[src/rtl/core/atnc_pkg.sv]
// Shared types, constants and the tile lookup for the neighbor code autotiler.
// Used by atnc_lane, atnc_merge and autotile_neighbor_code_top; depends on nothing.
package atnc_pkg;

  localparam int MAX_WIDTH   = 64;   // default number of columns per row
  localparam int ROW_BITS_W  = 64;   // width of the row_bits field
  localparam int CFG_W       = 7;    // width of the row_width register
  localparam int TILE_W      = 6;
  localparam int COL_W       = 6;
  localparam int LANES       = 8;    // cells classified in parallel per cycle
  localparam int LANE_W      = 3;    // bits to select one lane
  localparam int OUT_DATA_W  = 16;   // tile and column, padded to whole bytes

  localparam logic [CFG_W-1:0]  ROW_WIDTH_RESET = 7'd64;
  localparam logic [TILE_W-1:0] EMPTY_TILE      = 6'd43;
  localparam logic [TILE_W-1:0] MISSING_TILE    = 6'd0;

  // Input kinds carried in tuser.
  localparam logic MODE_ROW   = 1'b0;
  localparam logic MODE_FLUSH = 1'b1;

  typedef logic [TILE_W-1:0] tile_t;

  // One group of lane results handed from the lanes to the output stage.
  typedef struct packed {
    tile_t [LANES-1:0]  tiles;
    logic [COL_W-1:0]   base;       // column of lane 0
    logic [LANE_W-1:0]  last_lane;  // highest lane that holds a real cell
    logic               row_end;    // the last group of the row
  } grp_t;

  // Maps the gated 8-bit neighbor code to a tileset index.
  // Code bits: left, up, right, down, up-left, up-right, down-left, down-right.
  function automatic tile_t tile_lookup(input logic [7:0] code);
    tile_t t;
    unique case (code)
      8'h8C: t = 6'd0;
      8'hCD: t = 6'd1;
      8'h49: t = 6'd2;
      8'h08: t = 6'd3;
      8'h7F: t = 6'd4;
      8'hBF: t = 6'd5;
      8'hCF: t = 6'd6;
      8'hAE: t = 6'd7;
      8'hFF: t = 6'd8;
      8'h5B: t = 6'd9;
      8'h0A: t = 6'd10;
      8'hDF: t = 6'd11;
      8'hEF: t = 6'd12;
      8'hAF: t = 6'd13;
      8'h26: t = 6'd14;
      8'h37: t = 6'd15;
      8'h23: t = 6'd16;
      8'h02: t = 6'd17;
      8'h4F: t = 6'd18;
      8'h2F: t = 6'd19;
      8'h5F: t = 6'd20;
      8'h04: t = 6'd21;
      8'h05: t = 6'd22;
      8'h01: t = 6'd23;
      8'h00: t = 6'd24;
      8'h1F: t = 6'd25;
      8'h8F: t = 6'd26;
      8'h3F: t = 6'd27;
      8'h2E: t = 6'd28;
      8'h1B: t = 6'd29;
      8'h4D: t = 6'd30;
      8'h8D: t = 6'd31;
      8'h0C: t = 6'd32;
      8'h0D: t = 6'd33;
      8'h09: t = 6'd34;
      8'h8E: t = 6'd35;
      8'h4B: t = 6'd36;
      8'h17: t = 6'd37;
      8'h27: t = 6'd38;
      8'h0E: t = 6'd39;
      8'h0F: t = 6'd40;
      8'h0B: t = 6'd41;
      8'h9F: t = 6'd44;
      8'h6F: t = 6'd45;
      8'h06: t = 6'd46;
      8'h07: t = 6'd47;
      8'h03: t = 6'd48;
      default: t = MISSING_TILE;
    endcase
    return t;
  endfunction

endpackage

[src/rtl/core/atnc_lane.sv]
// One classification lane: turns the 3x3 neighborhood of a cell into a tile index.
// Depends on atnc_pkg for the tile type and lookup table.
module atnc_lane (
  input  logic [2:0]      up,    // row above: left, center, right
  input  logic [2:0]      mid,   // cell row:  left, center, right
  input  logic [2:0]      dn,    // row below: left, center, right
  output atnc_pkg::tile_t tile
);

  logic l, u, r, d, tl, tr, bl, br;
  logic [7:0] code;

  always_comb begin
    l  = mid[0];
    u  = up[1];
    r  = mid[2];
    d  = dn[1];
    // A corner counts only when both edges next to it are filled.
    tl = up[0] & l & u;
    tr = up[2] & r & u;
    bl = dn[0] & l & d;
    br = dn[2] & r & d;
    code = {br, bl, tr, tl, d, r, u, l};
    if (mid[1]) begin
      tile = atnc_pkg::tile_lookup(code);
    end else begin
      tile = atnc_pkg::EMPTY_TILE;
    end
  end

endmodule

[src/rtl/core/atnc_merge.sv]
// Output stage: holds one group of lane results and sends them one cell per transfer.
// Depends on atnc_pkg for the group struct and field widths.
module atnc_merge (
  input  logic                                clk,
  input  logic                                rst,
  input  logic                                in_valid,
  output logic                                in_ready,
  input  atnc_pkg::grp_t                      in_grp,
  output logic                                m_tvalid,
  input  logic                                m_tready,
  output logic [atnc_pkg::OUT_DATA_W-1:0]     m_tdata,   // tile_index, column, zero pad
  output logic                                m_tlast    // last_of_row
);

  atnc_pkg::grp_t                   grp;
  logic                             grp_valid;
  logic [atnc_pkg::LANE_W-1:0]      sel;
  logic                             send;
  logic                             done;
  logic [atnc_pkg::COL_W-1:0]       column;

  assign send     = grp_valid && m_tready;
  assign done     = send && (sel == grp.last_lane);
  assign in_ready = !grp_valid || done;

  // The group base is a multiple of the lane count, so the lane number drops in below it.
  assign column   = grp.base | atnc_pkg::COL_W'(sel);
  assign m_tvalid = grp_valid;
  assign m_tlast  = grp.row_end && (sel == grp.last_lane);
  assign m_tdata  = {{(atnc_pkg::OUT_DATA_W - atnc_pkg::COL_W - atnc_pkg::TILE_W){1'b0}},
                     column, grp.tiles[sel]};

  always_ff @(posedge clk) begin
    if (rst) begin
      grp_valid <= 1'b0;
      sel       <= '0;
    end else if (in_valid && in_ready) begin
      grp_valid <= 1'b1;
      sel       <= '0;
    end else if (done) begin
      grp_valid <= 1'b0;
    end else if (send) begin
      sel <= sel + 1'b1;
    end
  end

  always_ff @(posedge clk) begin
    if (in_valid && in_ready) begin
      grp <= in_grp;
    end
  end

endmodule

[src/rtl/core/autotile_neighbor_code_top.sv]
// Top level of the blob autotile neighbor code classifier.
// Depends on atnc_pkg, atnc_lane and atnc_merge.
//
// Usage: each transfer on the s_ channel carries one map row (s_tuser = 0, s_tdata bit k
// is column k, 1 = filled) or an end-of-frame flush (s_tuser = 1, s_tdata ignored).
// The block holds two rows. A row transfer emits one result per used column for the row
// before it; the first row of a frame only gets stored. A flush emits the held row with a
// filled border below it and empties the block; a flush with nothing held emits nothing.
// Results leave on the m_ channel: m_tdata[5:0] is the tile index (43 for an empty cell),
// m_tdata[11:6] the column, and m_tlast marks the last column of the row.
// The cfg_wen / cfg_wdata port sets the number of used columns; write it only while idle.
// The input transfer loads the row job register; the lanes then pass each group into
// the output stage's group buffer, which drives m_tvalid.
// Throughput: eight lanes classify eight cells per cycle into a group buffer while it
// has room, and the output stage sends one cell per cycle while m_tready is high. The
// next input transfer is taken in the same cycle in which the lanes hand the last group
// of the current row to the output stage, so rows stream back to back.
// Reset clears the held-row count, the width register (to 64) and all valid flags.
// When the receiver stalls, the group buffer and then the lane stage fill, and s_tready
// drops until the pending row has been handed over; nothing is dropped.
module autotile_neighbor_code_top #(
  parameter int MAX_WIDTH = atnc_pkg::MAX_WIDTH
) (
  input  logic                                clk,
  input  logic                                rst,
  // Input rows.
  input  logic                                s_tvalid,
  output logic                                s_tready,
  input  logic [atnc_pkg::ROW_BITS_W-1:0]     s_tdata,   // row_bits
  input  logic                                s_tuser,   // mode
  // Results.
  output logic                                m_tvalid,
  input  logic                                m_tready,
  output logic [atnc_pkg::OUT_DATA_W-1:0]     m_tdata,   // tile_index, column, zero pad
  output logic                                m_tlast,   // last_of_row
  // Width register.
  input  logic                                cfg_wen,
  input  logic [atnc_pkg::CFG_W-1:0]          cfg_wdata  // row_width
);

  localparam int LANES  = atnc_pkg::LANES;
  localparam int LANE_W = atnc_pkg::LANE_W;
  localparam int NGRP   = (MAX_WIDTH + LANES - 1) / LANES;
  localparam int GRP_W  = (NGRP > 1) ? $clog2(NGRP) : 1;
  // Rows extended with a filled cell left of column 0 and filled cells past the end.
  localparam int EXT_W  = NGRP * LANES + 2;

  // Held rows. Their contents are only read after they have been written.
  logic [MAX_WIDTH-1:0]            upper_row;
  logic [MAX_WIDTH-1:0]            middle_row;
  logic [1:0]                      rows_held;
  logic [atnc_pkg::CFG_W-1:0]      row_width;

  // The row job that the lanes are working through, one group per cycle unless stalled.
  logic                            job_valid;
  logic [MAX_WIDTH-1:0]            job_up;
  logic [MAX_WIDTH-1:0]            job_mid;
  logic [MAX_WIDTH-1:0]            job_dn;
  logic [GRP_W-1:0]                job_group;
  logic [GRP_W-1:0]                job_last_grp;
  logic [LANE_W-1:0]               job_last_lane;

  logic [atnc_pkg::CFG_W-1:0]      eff_w;
  logic [atnc_pkg::CFG_W-1:0]      wm1;
  logic [MAX_WIDTH-1:0]            used;
  logic [MAX_WIDTH-1:0]            in_row;
  logic [MAX_WIDTH-1:0]            pad_upper;
  logic [MAX_WIDTH-1:0]            pad_middle;
  logic [MAX_WIDTH-1:0]            pad_in;
  logic                            s_fire;
  logic                            job_load;
  logic [MAX_WIDTH-1:0]            load_dn;

  logic [EXT_W-1:0]                ext_up;
  logic [EXT_W-1:0]                ext_mid;
  logic [EXT_W-1:0]                ext_dn;
  logic [LANES+1:0]                win_up;
  logic [LANES+1:0]                win_mid;
  logic [LANES+1:0]                win_dn;
  logic [GRP_W+LANE_W-1:0]         win_base;
  atnc_pkg::tile_t [LANES-1:0]     lane_tile;
  atnc_pkg::grp_t                  grp_next;
  logic                            grp_ready;
  logic                            grp_take;

  // A width of zero acts as one; anything past the maximum saturates.
  always_comb begin
    if (row_width == '0) begin
      eff_w = atnc_pkg::CFG_W'(1);
    end else if (row_width > atnc_pkg::CFG_W'(MAX_WIDTH)) begin
      eff_w = atnc_pkg::CFG_W'(MAX_WIDTH);
    end else begin
      eff_w = row_width;
    end
    wm1 = eff_w - 1'b1;
  end

  // Columns at or past the width read as filled border.
  always_comb begin
    for (int k = 0; k < MAX_WIDTH; k++) begin
      used[k] = (atnc_pkg::CFG_W'(k) < eff_w);
    end
  end

  assign in_row     = s_tdata[MAX_WIDTH-1:0];
  assign pad_upper  = (upper_row & used) | ~used;
  assign pad_middle = (middle_row & used) | ~used;
  assign pad_in     = (in_row & used) | ~used;

  // A new row is taken as soon as the lanes hand over the last group of the current job.
  assign s_tready = !job_valid || (grp_take && (job_group == job_last_grp));
  assign s_fire   = s_tvalid && s_tready;
  // Every accepted item emits a row unless nothing is held yet.
  assign job_load = s_fire && (rows_held != 2'd0);
  assign load_dn  = (s_tuser == atnc_pkg::MODE_FLUSH) ? '1 : pad_in;

  always_ff @(posedge clk) begin
    if (rst) begin
      row_width <= atnc_pkg::ROW_WIDTH_RESET;
    end else if (cfg_wen) begin
      row_width <= cfg_wdata;
    end
  end

  always_ff @(posedge clk) begin
    if (rst) begin
      rows_held <= 2'd0;
    end else if (s_fire) begin
      if (s_tuser == atnc_pkg::MODE_FLUSH) begin
        rows_held <= 2'd0;
      end else if (rows_held == 2'd0) begin
        rows_held <= 2'd1;
      end else begin
        rows_held <= 2'd2;
      end
    end
  end

  // The first row of a frame gets a filled border above it.
  always_ff @(posedge clk) begin
    if (s_fire && (s_tuser == atnc_pkg::MODE_ROW)) begin
      if (rows_held == 2'd0) begin
        upper_row <= '1;
      end else begin
        upper_row <= middle_row;
      end
      middle_row <= in_row;
    end
  end

  assign grp_take = job_valid && grp_ready;

  always_ff @(posedge clk) begin
    if (rst) begin
      job_valid <= 1'b0;
      job_group <= '0;
    end else if (job_load) begin
      job_valid <= 1'b1;
      job_group <= '0;
    end else if (grp_take) begin
      if (job_group == job_last_grp) begin
        job_valid <= 1'b0;
      end else begin
        job_group <= job_group + 1'b1;
      end
    end
  end

  always_ff @(posedge clk) begin
    if (job_load) begin
      job_up        <= pad_upper;
      job_mid       <= pad_middle;
      job_dn        <= load_dn;
      job_last_grp  <= GRP_W'(wm1 >> LANE_W);
      job_last_lane <= wm1[LANE_W-1:0];
    end
  end

  // Each lane sees its own column and one neighbor on either side.
  assign ext_up   = {{(EXT_W - MAX_WIDTH - 1){1'b1}}, job_up, 1'b1};
  assign ext_mid  = {{(EXT_W - MAX_WIDTH - 1){1'b1}}, job_mid, 1'b1};
  assign ext_dn   = {{(EXT_W - MAX_WIDTH - 1){1'b1}}, job_dn, 1'b1};
  assign win_base = {job_group, {LANE_W{1'b0}}};
  assign win_up   = ext_up[win_base +: LANES + 2];
  assign win_mid  = ext_mid[win_base +: LANES + 2];
  assign win_dn   = ext_dn[win_base +: LANES + 2];

  for (genvar k = 0; k < LANES; k++) begin : g_lane
    atnc_lane u_lane (
      .up   (win_up[k +: 3]),
      .mid  (win_mid[k +: 3]),
      .dn   (win_dn[k +: 3]),
      .tile (lane_tile[k])
    );
  end

  always_comb begin
    grp_next.tiles     = lane_tile;
    grp_next.base      = atnc_pkg::COL_W'(win_base);
    grp_next.row_end   = (job_group == job_last_grp);
    grp_next.last_lane = (job_group == job_last_grp) ? job_last_lane : {LANE_W{1'b1}};
  end

  atnc_merge u_merge (
    .clk      (clk),
    .rst      (rst),
    .in_valid (job_valid),
    .in_ready (grp_ready),
    .in_grp   (grp_next),
    .m_tvalid (m_tvalid),
    .m_tready (m_tready),
    .m_tdata  (m_tdata),
    .m_tlast  (m_tlast)
  );

  // The held-row count never reaches three.
  a_rows_held_range: assert property (@(posedge clk) disable iff (rst)
    rows_held != 2'd3)
    else $error("rows_held out of range");

  // The group counter never runs past the last group of its row.
  a_job_group_bound: assert property (@(posedge clk) disable iff (rst)
    job_valid |-> job_group <= job_last_grp)
    else $error("job group past end of row");

  // A new row job always starts at its first group.
  a_job_start: assert property (@(posedge clk) disable iff (rst)
    $rose(job_valid) |-> job_group == '0)
    else $error("row job did not start at group zero");

  // A transfer that finds nothing held never starts a row job.
  a_no_job_empty: assert property (@(posedge clk) disable iff (rst)
    (s_fire && rows_held == 2'd0) |=> !job_valid)
    else $error("row job started with no held row");

endmodule
[config.mk]
export PLATFORM = sky130hd
export DESIGN_NAME = autotile_neighbor_code_top
export DESIGN_NICKNAME = d
export VERILOG_FILES = /design/src/rtl/core/atnc_pkg.sv /design/src/rtl/core/atnc_lane.sv /design/src/rtl/core/atnc_merge.sv /design/src/rtl/core/autotile_neighbor_code_top.sv
export SDC_FILE = /design/constraint.sdc
export NUM_CORES = 1
export LEC_CHECK = 0
export BUFFER_PORTS_ARGS = -buffer_cell sky130_fd_sc_hd__buf_2
export CAP_MARGIN = 5
export CELL_PAD_IN_SITES_DETAIL_PLACEMENT = 1
export CELL_PAD_IN_SITES_GLOBAL_PLACEMENT = 1
export CORE_UTILIZATION = 40
export CTS_CLUSTER_DIAMETER = 60
export CTS_CLUSTER_SIZE = 10
export DETAILED_ROUTE_END_ITERATION = 16
export PLACE_DENSITY = 0.66
export SETUP_SLACK_MARGIN = 0.3
export SLEW_MARGIN = 10
export SYNTH_ARGS = -nofsm -noshare
export SYNTH_HDL_FRONTEND = slang
export SYNTH_SLANG_ARGS = --single-unit
[constraint.sdc]
create_clock -name clk -period 13.24 [get_ports clk]
set_input_delay 3.31 -clock clk [delete_from_list [all_inputs] [get_ports clk]]
set_output_delay 3.31 -clock clk [all_outputs]
set_load 0.02 [all_outputs]
# --- Word-level counts from Yosys, hierarchy flattened ---
# Cells that the tools add are included.
op_classes:
  shifts: 3
  bitwise_logic: 63
  n_addsub: 3
  eq_ne: 362
  n_reduce_logical: 31
  muxes: 19
  order_cmp: 66
ops:
  columns: ["op", "count"]
  rows:
  - ["6-bit case mux with 46 select lines", 8]
  - ["8-bit equality test (second input constant)", 96]
  - ["8-bit by 4-bit equality test with 1-bit output (second input constant)", 64]
  - ["8-bit by 7-bit equality test with 1-bit output (second input constant)", 64]
  - ["8-bit by 6-bit equality test with 1-bit output (second input constant)", 56]
  - ["8-bit by 3-bit equality test with 1-bit output (second input constant)", 32]
  - ["6-bit by 7-bit < comparator with 1-bit output (first input constant)", 32]
  - ["66-bit by 7-bit variable part select with 10-bit output", 3]
  - ["64-bit AND", 3]
  - ["8-bit by 5-bit equality test with 1-bit output (second input constant)", 24]
  - ["64-bit OR", 3]
  - ["8-bit by 2-bit equality test with 1-bit output (second input constant)", 16]
  - ["5-bit by 7-bit < comparator with 1-bit output (first input constant)", 16]
  - ["8-bit by 1-bit equality test with 1-bit output (second input constant)", 8]
  - ["8-bit zero test", 8]
  - ["64-bit inverter", 1]
  - ["4-bit by 7-bit < comparator with 1-bit output (first input constant)", 8]
  - ["1-bit AND", 52]
  - ["3-bit by 7-bit < comparator with 1-bit output (first input constant)", 4]
  - ["6-bit binary-select mux with 3-bit select", 1]
  - ["1-bit by 7-bit < comparator with 1-bit output (first input constant)", 2]
  - ["2-bit by 7-bit < comparator with 1-bit output (first input constant)", 2]
  - ["7-bit two-way mux", 2]
  - ["1-bit logical AND", 8]
  - ["17 further kinds", 34]
word_totals:
  input_bits: 77
  wordCells: 571
  output_inout_bits: 19
  register_bits: 398

# --- Logic depth before layout (Yosys ltp) ---
depth:
  depth_word: 10
  ltp_mapped: 15
  depth_no_buf: 8

# --- Cells and area by module ---
# A second synthesis with hierarchy kept.
hier_totals:
  cells_unflattened: 2256
  area_unflattened_um2: 24078.1
modules_own_cells:
  columns: ["mod", "area_each_um2", "seq_area_each_um2", "instances", "cells_per_inst"]
  rows:
  - ["autotile_neighbor_code_top", 14785.4, 10049.6, 1, 974]
  - ["atnc_lane", 849.6, 0.0, 8, 145]
  - ["atnc_merge", 2496.1, 1821.7, 1, 122]

# --- Least setup slack after synthesis ---
# No wires, ideal clock.
synth_timing:
  path_type: "input to register"
  start: "input m_tready"
  end: "register middle_row[0], enable pin"
  setup_time_ns: 0.620
  stages: 4
  path_buffers: 0
  required_ns: 12.620
  path_slack_ns: 2.965
  arrival_time_ns: 9.655
  cell_sequence: "a21boi_0 > o21ai_0 > nand2_1 > nor2_1"
synth_via:
  elab_chain_cells: 8
synth_lines:
  columns: ["element", "line", "source"]
  rows:
  - ["start: declaration", "autotile_neighbor_code_top.sv:33", "input logic m_tready,"]
  - ["1-bit logical AND", "atnc_merge.sv:22", "assign send = grp_valid && m_tready;"]
  - ["1-bit logical AND", "atnc_merge.sv:23", "assign done = send && (sel == grp.last_lane);"]
  - ["1-bit logical OR", "atnc_merge.sv:24", "assign in_ready = !grp_valid || done;"]
  - ["1-bit logical AND", "autotile_neighbor_code_top.sv:151", "assign grp_take = job_valid && grp_ready;"]
  - ["1-bit logical AND", "autotile_neighbor_code_top.sv:111", "assign s_tready = !job_valid || (grp_take && (job_group == job_last_grp));"]
  - ["1-bit logical OR", "autotile_neighbor_code_top.sv:111", null]
  - ["net s_tready", "autotile_neighbor_code_top.sv:28", "output logic s_tready,"]
  - ["1-bit logical AND", "autotile_neighbor_code_top.sv:112", "assign s_fire = s_tvalid && s_tready;"]
  - ["1-bit logical AND", "autotile_neighbor_code_top.sv:141", "if (s_fire && (s_tuser == atnc_pkg::MODE_ROW)) begin"]
  - ["end signal: assignment", "autotile_neighbor_code_top.sv:147", "middle_row <= in_row;"]
  - ["end: declaration", "autotile_neighbor_code_top.sv:50", "logic [MAX_WIDTH-1:0] middle_row;"]
# The timed path passes the listed nets, and every way through them passes these cells.
# A chain may end at the register's enable or synchronous reset.

# --- Worst setup path in the final report ---
layout_timing:
  start: "input m_tready"
  end: "output s_tready"
layout_via:
  elab_chain_cells: 6
layout_lines:
  columns: ["element", "line"]
  rows:
  - ["1-bit logical AND", "atnc_merge.sv:22"]
  - ["1-bit logical AND", "atnc_merge.sv:23"]
  - ["1-bit logical OR", "atnc_merge.sv:24"]
  - ["1-bit logical AND", "autotile_neighbor_code_top.sv:151"]
  - ["1-bit logical AND", "autotile_neighbor_code_top.sv:111"]
  - ["1-bit logical OR", "autotile_neighbor_code_top.sv:111"]
  - ["end: declaration", "autotile_neighbor_code_top.sv:28"]
# No other way between the ends.

==> impl_metrics.py <==
metrics = {
    "critical_path": {
        "critPathCaptureType": "primary output",
        "r2r-start": "u_merge.sel[1]",
        "worst_ep_arrival_time_ns": 4.28,
        "critical_path_depth": 4,
        "worst_path_max_delay_cell": "a21boi_0",
        "path_class": "in -> out",
        "worst_path_largest_cell_delay_ns": 0.41,
        "path_buf_inv": 2,
        "worstPathCellList": "buf_2 -> a21boi_0 -> o21ai_0 -> buf_2",
        "worstPathMaxFanout": 3,
        "crit_top_cell": "buf_2",
        "critPathLaunchType": "input pin",
        "required_ns": 9.93,
        "r2r_end": "job_mid[25]",
        "r2r_slack_ns": 8.44,
        "r2r_cells": 8,
        "critical-path-top-delay-family": "compound AO/OA/AOI/OAI gates",
    },
    "yosys": {
        "synth_edf_count": 381,
        "seq_area_frac_synth_pct": 52.3,
        "synth-main-ff-cell": "edfxtp_1",
        "synth_seq_cells": 398,
        "async_flop_share_pct": 0,
        "avgSynthCellArea_um2": 10.9,
        "synth_area_um2": 22500,
        "synthCells": 2061,
        "ys_warn_count": 0,
        "synth_cell_type_count": 90,
    },
    "clocking": {
        "htreeDepth": 2,
        "cts.sinks": 398,
        "cts_buffer_depth": 3,
        "cts_tree": "built",
        "clkLatencyLatePin_ns": 0.61,
        "ctsRootBufferMaster": "clkbuf_16",
        "ctsHoldBuffers": 0,
        "post_cts_buffers": 0,
        "clkTransAtPathRegs_ns": 0.06,
        "numCtsBuffers": 49,
        "cts-resized-gates": 0,
    },
    "timing": {
        "min_period_ns": 7.59,
        "slew_violations": 0,
        "worst_pin_slew_ns": 1.27,
        "setup_viol": 0,
        "min_period_over_period_pct": 57.3,
        "fmax_mhz": 132,
        "finalHoldViolCount": 0,
        "tns_ns": 0,
        "maxSlewHeadroom_pct": 15.1,
        "finalClockSkew_ns": 0.0392,
        "fin_ws_ns": 5.65,
        "grt_setup_unrepaired": "no",
    },
    "die": {
        "core_um2": 55400,
        "die_x_um": 239,
        "start_util_pct": 40.6,
        "ios": 96,
        "rows": 86,
        "dieArea_um2": 57300,
        "die_height_um": 239,
    },
    "worst_hold_path": {
        "hp-start": "upper_row[0]",
        "hold_class": "reg -> reg",
        "min_path_cells": 0,
        "min_to": "job_up[0]",
    },
    "global_routing": {
        "grt_max_degree": 121,
        "first_global_vias": 18200,
        "grt_overflow": 0,
        "grt_use_total_pct": 27.3,
        "antenna_found_initial": 1,
        "grt_pass1_wl_mm": 118,
    },
    "detailed_routing": {
        "drc": 0,
        "post_drt_wl_per_cell_um": 27.1,
        "ant_nets": 0,
        "dr.pass1.iters": 6,
        "drt-total-wl_mm": 77.8,
        "vias": 18100,
        "first_iter_violations": 1961,
        "vias_per_cell": 6.29,
    },
    "job": {
        "max_cap_viol_count": 0,
    },
    "place": {
        "io_buffer_count": 91,
        "dpl.hpwl_mm": 54.5,
        "post-place-ws_ns": 5.64,
        "place_inst": 2795,
        "gp_congestion": 0.915,
    },
    "final_layout": {
        "nets": 2178,
        "mostFrequentLayoutCell": "edfxtp_1",
        "drive_gt1_share_pct": 20.5,
        "area_delta_synth_final_pct": 10.8,
        "fill_cells": 5971,
        "instances_no_fill": 2870,
        "n_antenna_cell": 0,
        "fin_util_pct": 45.1,
        "final_cell_mix": "381 x edfxtp_1, 242 x nor2_1, 171 x nand2_1",
    },
    "power": {
        "ir_worst_vdd_mv": 0.110,
        "leakagePower_uw": 0.00784,
        "powerDensity_nw_per_um2": 123,
        "p_total_uw": 3080,
    },
    "status": {
        "status": "finished clean",
    },
}
==> cells in the mapped netlist (11+ instances only) <==
master,instances,share of area (%)
mux4_1,11,1.3
a311oi_1,13,0.51
a21oi_1,102,2.3
edfxtp_1,381,51
or2_2,125,3.5
a31oi_1,36,1.0
or3_1,86,2.4
nand3_1,66,1.5
nand2_1,171,2.8
o211ai_1,12,0.40
buf_1,11,0.18
nand4_1,21,0.58
a32oi_1,12,0.47
mux4_2,49,4.9
buf_2,31,0.69
buf_4,14,0.47
nor4_1,31,0.86
a211oi_1,13,0.43
o31ai_1,12,0.40
nand2b_1,41,1.1
dfxtp_1,17,1.5
clkbuf_1,82,1.4
mux2i_1,38,1.7
nor2_1,244,4.1
mux2_2,35,1.7
o21ai_0,69,1.5
o32ai_1,12,0.47
nor3_1,72,1.6
o22ai_1,30,0.83
==> kinds of logic after synthesis <==
family | count (synthesis) | share of synthesized area [%]
compound gates | 424 | 12.6
xor+xnor | 20 | 0.778
fa+ha+maj | 4 | 0.211
buf+inv | 161 | 3.61
flops | 398 | 52.3
mux | 141 | 10.3
other cells | 1 | 0.0166
simple gates | 912 | 20.2
==> state kept, by name (all words and copies together), names as in the netlist, 7 cells and up <==
| name | cells |
|---|---|
| job_dn | 64 |
| job_mid | 64 |
| job_up | 64 |
| middle_row | 64 |
| upper_row | 64 |
| u_merge.grp | 55 |
| row_width | 7 |
==> per-layer routing <==
| metal | share of wire (%) | vias to the layer above | track usage [%] | wire (um) |
|---|---|---|---|---|
| met3 | 6.0 | 120 | 3.30 | 4700 |
| met5 | 0 | - | 0 | 0 |
| met1 | 42 | 9142 | 36.9 | 32800 |
| li1 | - | 8006 | - | - |
| met2 | 50 | 793 | 46.5 | 38500 |
| met4 | 2.3 | 0 | 6.41 | 1760 |
==> per-stage QoR <==
stage               hold slack [ns]  instance area (um^2)
floorplan                     0.403                 22500
global placement              0.416                 23500
detailed placement            0.414                 23500
CTS                           0.433                 25000
global route                  0.445                 25000
finish                        0.429                 25000
==> report_power, final <==
| part | switching, uW | internal (uW) |
|---|---|---|
| Combinational | 283 | 125 |
| Sequential | 21.1 | 1430 |
| Clock | 526 | 694 |
==> cell type report <==
cell class              instances  area, um^2  area share, %
repair buffers                134         778           3.12
flip-flops and latches        398       11800           47.2
clock buffers                  67        1320           5.27
multi-input cells            1505        9990           40.0
clock inverters                 8         109          0.436
inverters                      10        45.0          0.180
well taps                     748         936           3.75
==> how the worst max path moves through the flow <==
stage	to	slack, ns	start
finish	s_tready	5.65	m_tready
CTS	s_tready	5.63	m_tready
global route	s_tready	5.55	m_tready
floorplan	middle_row[0]	2.96	m_tready
detailed placement	s_tready	5.64	m_tready
global placement	s_tready	5.61	m_tready
Power figures use the tool's default switching activity.
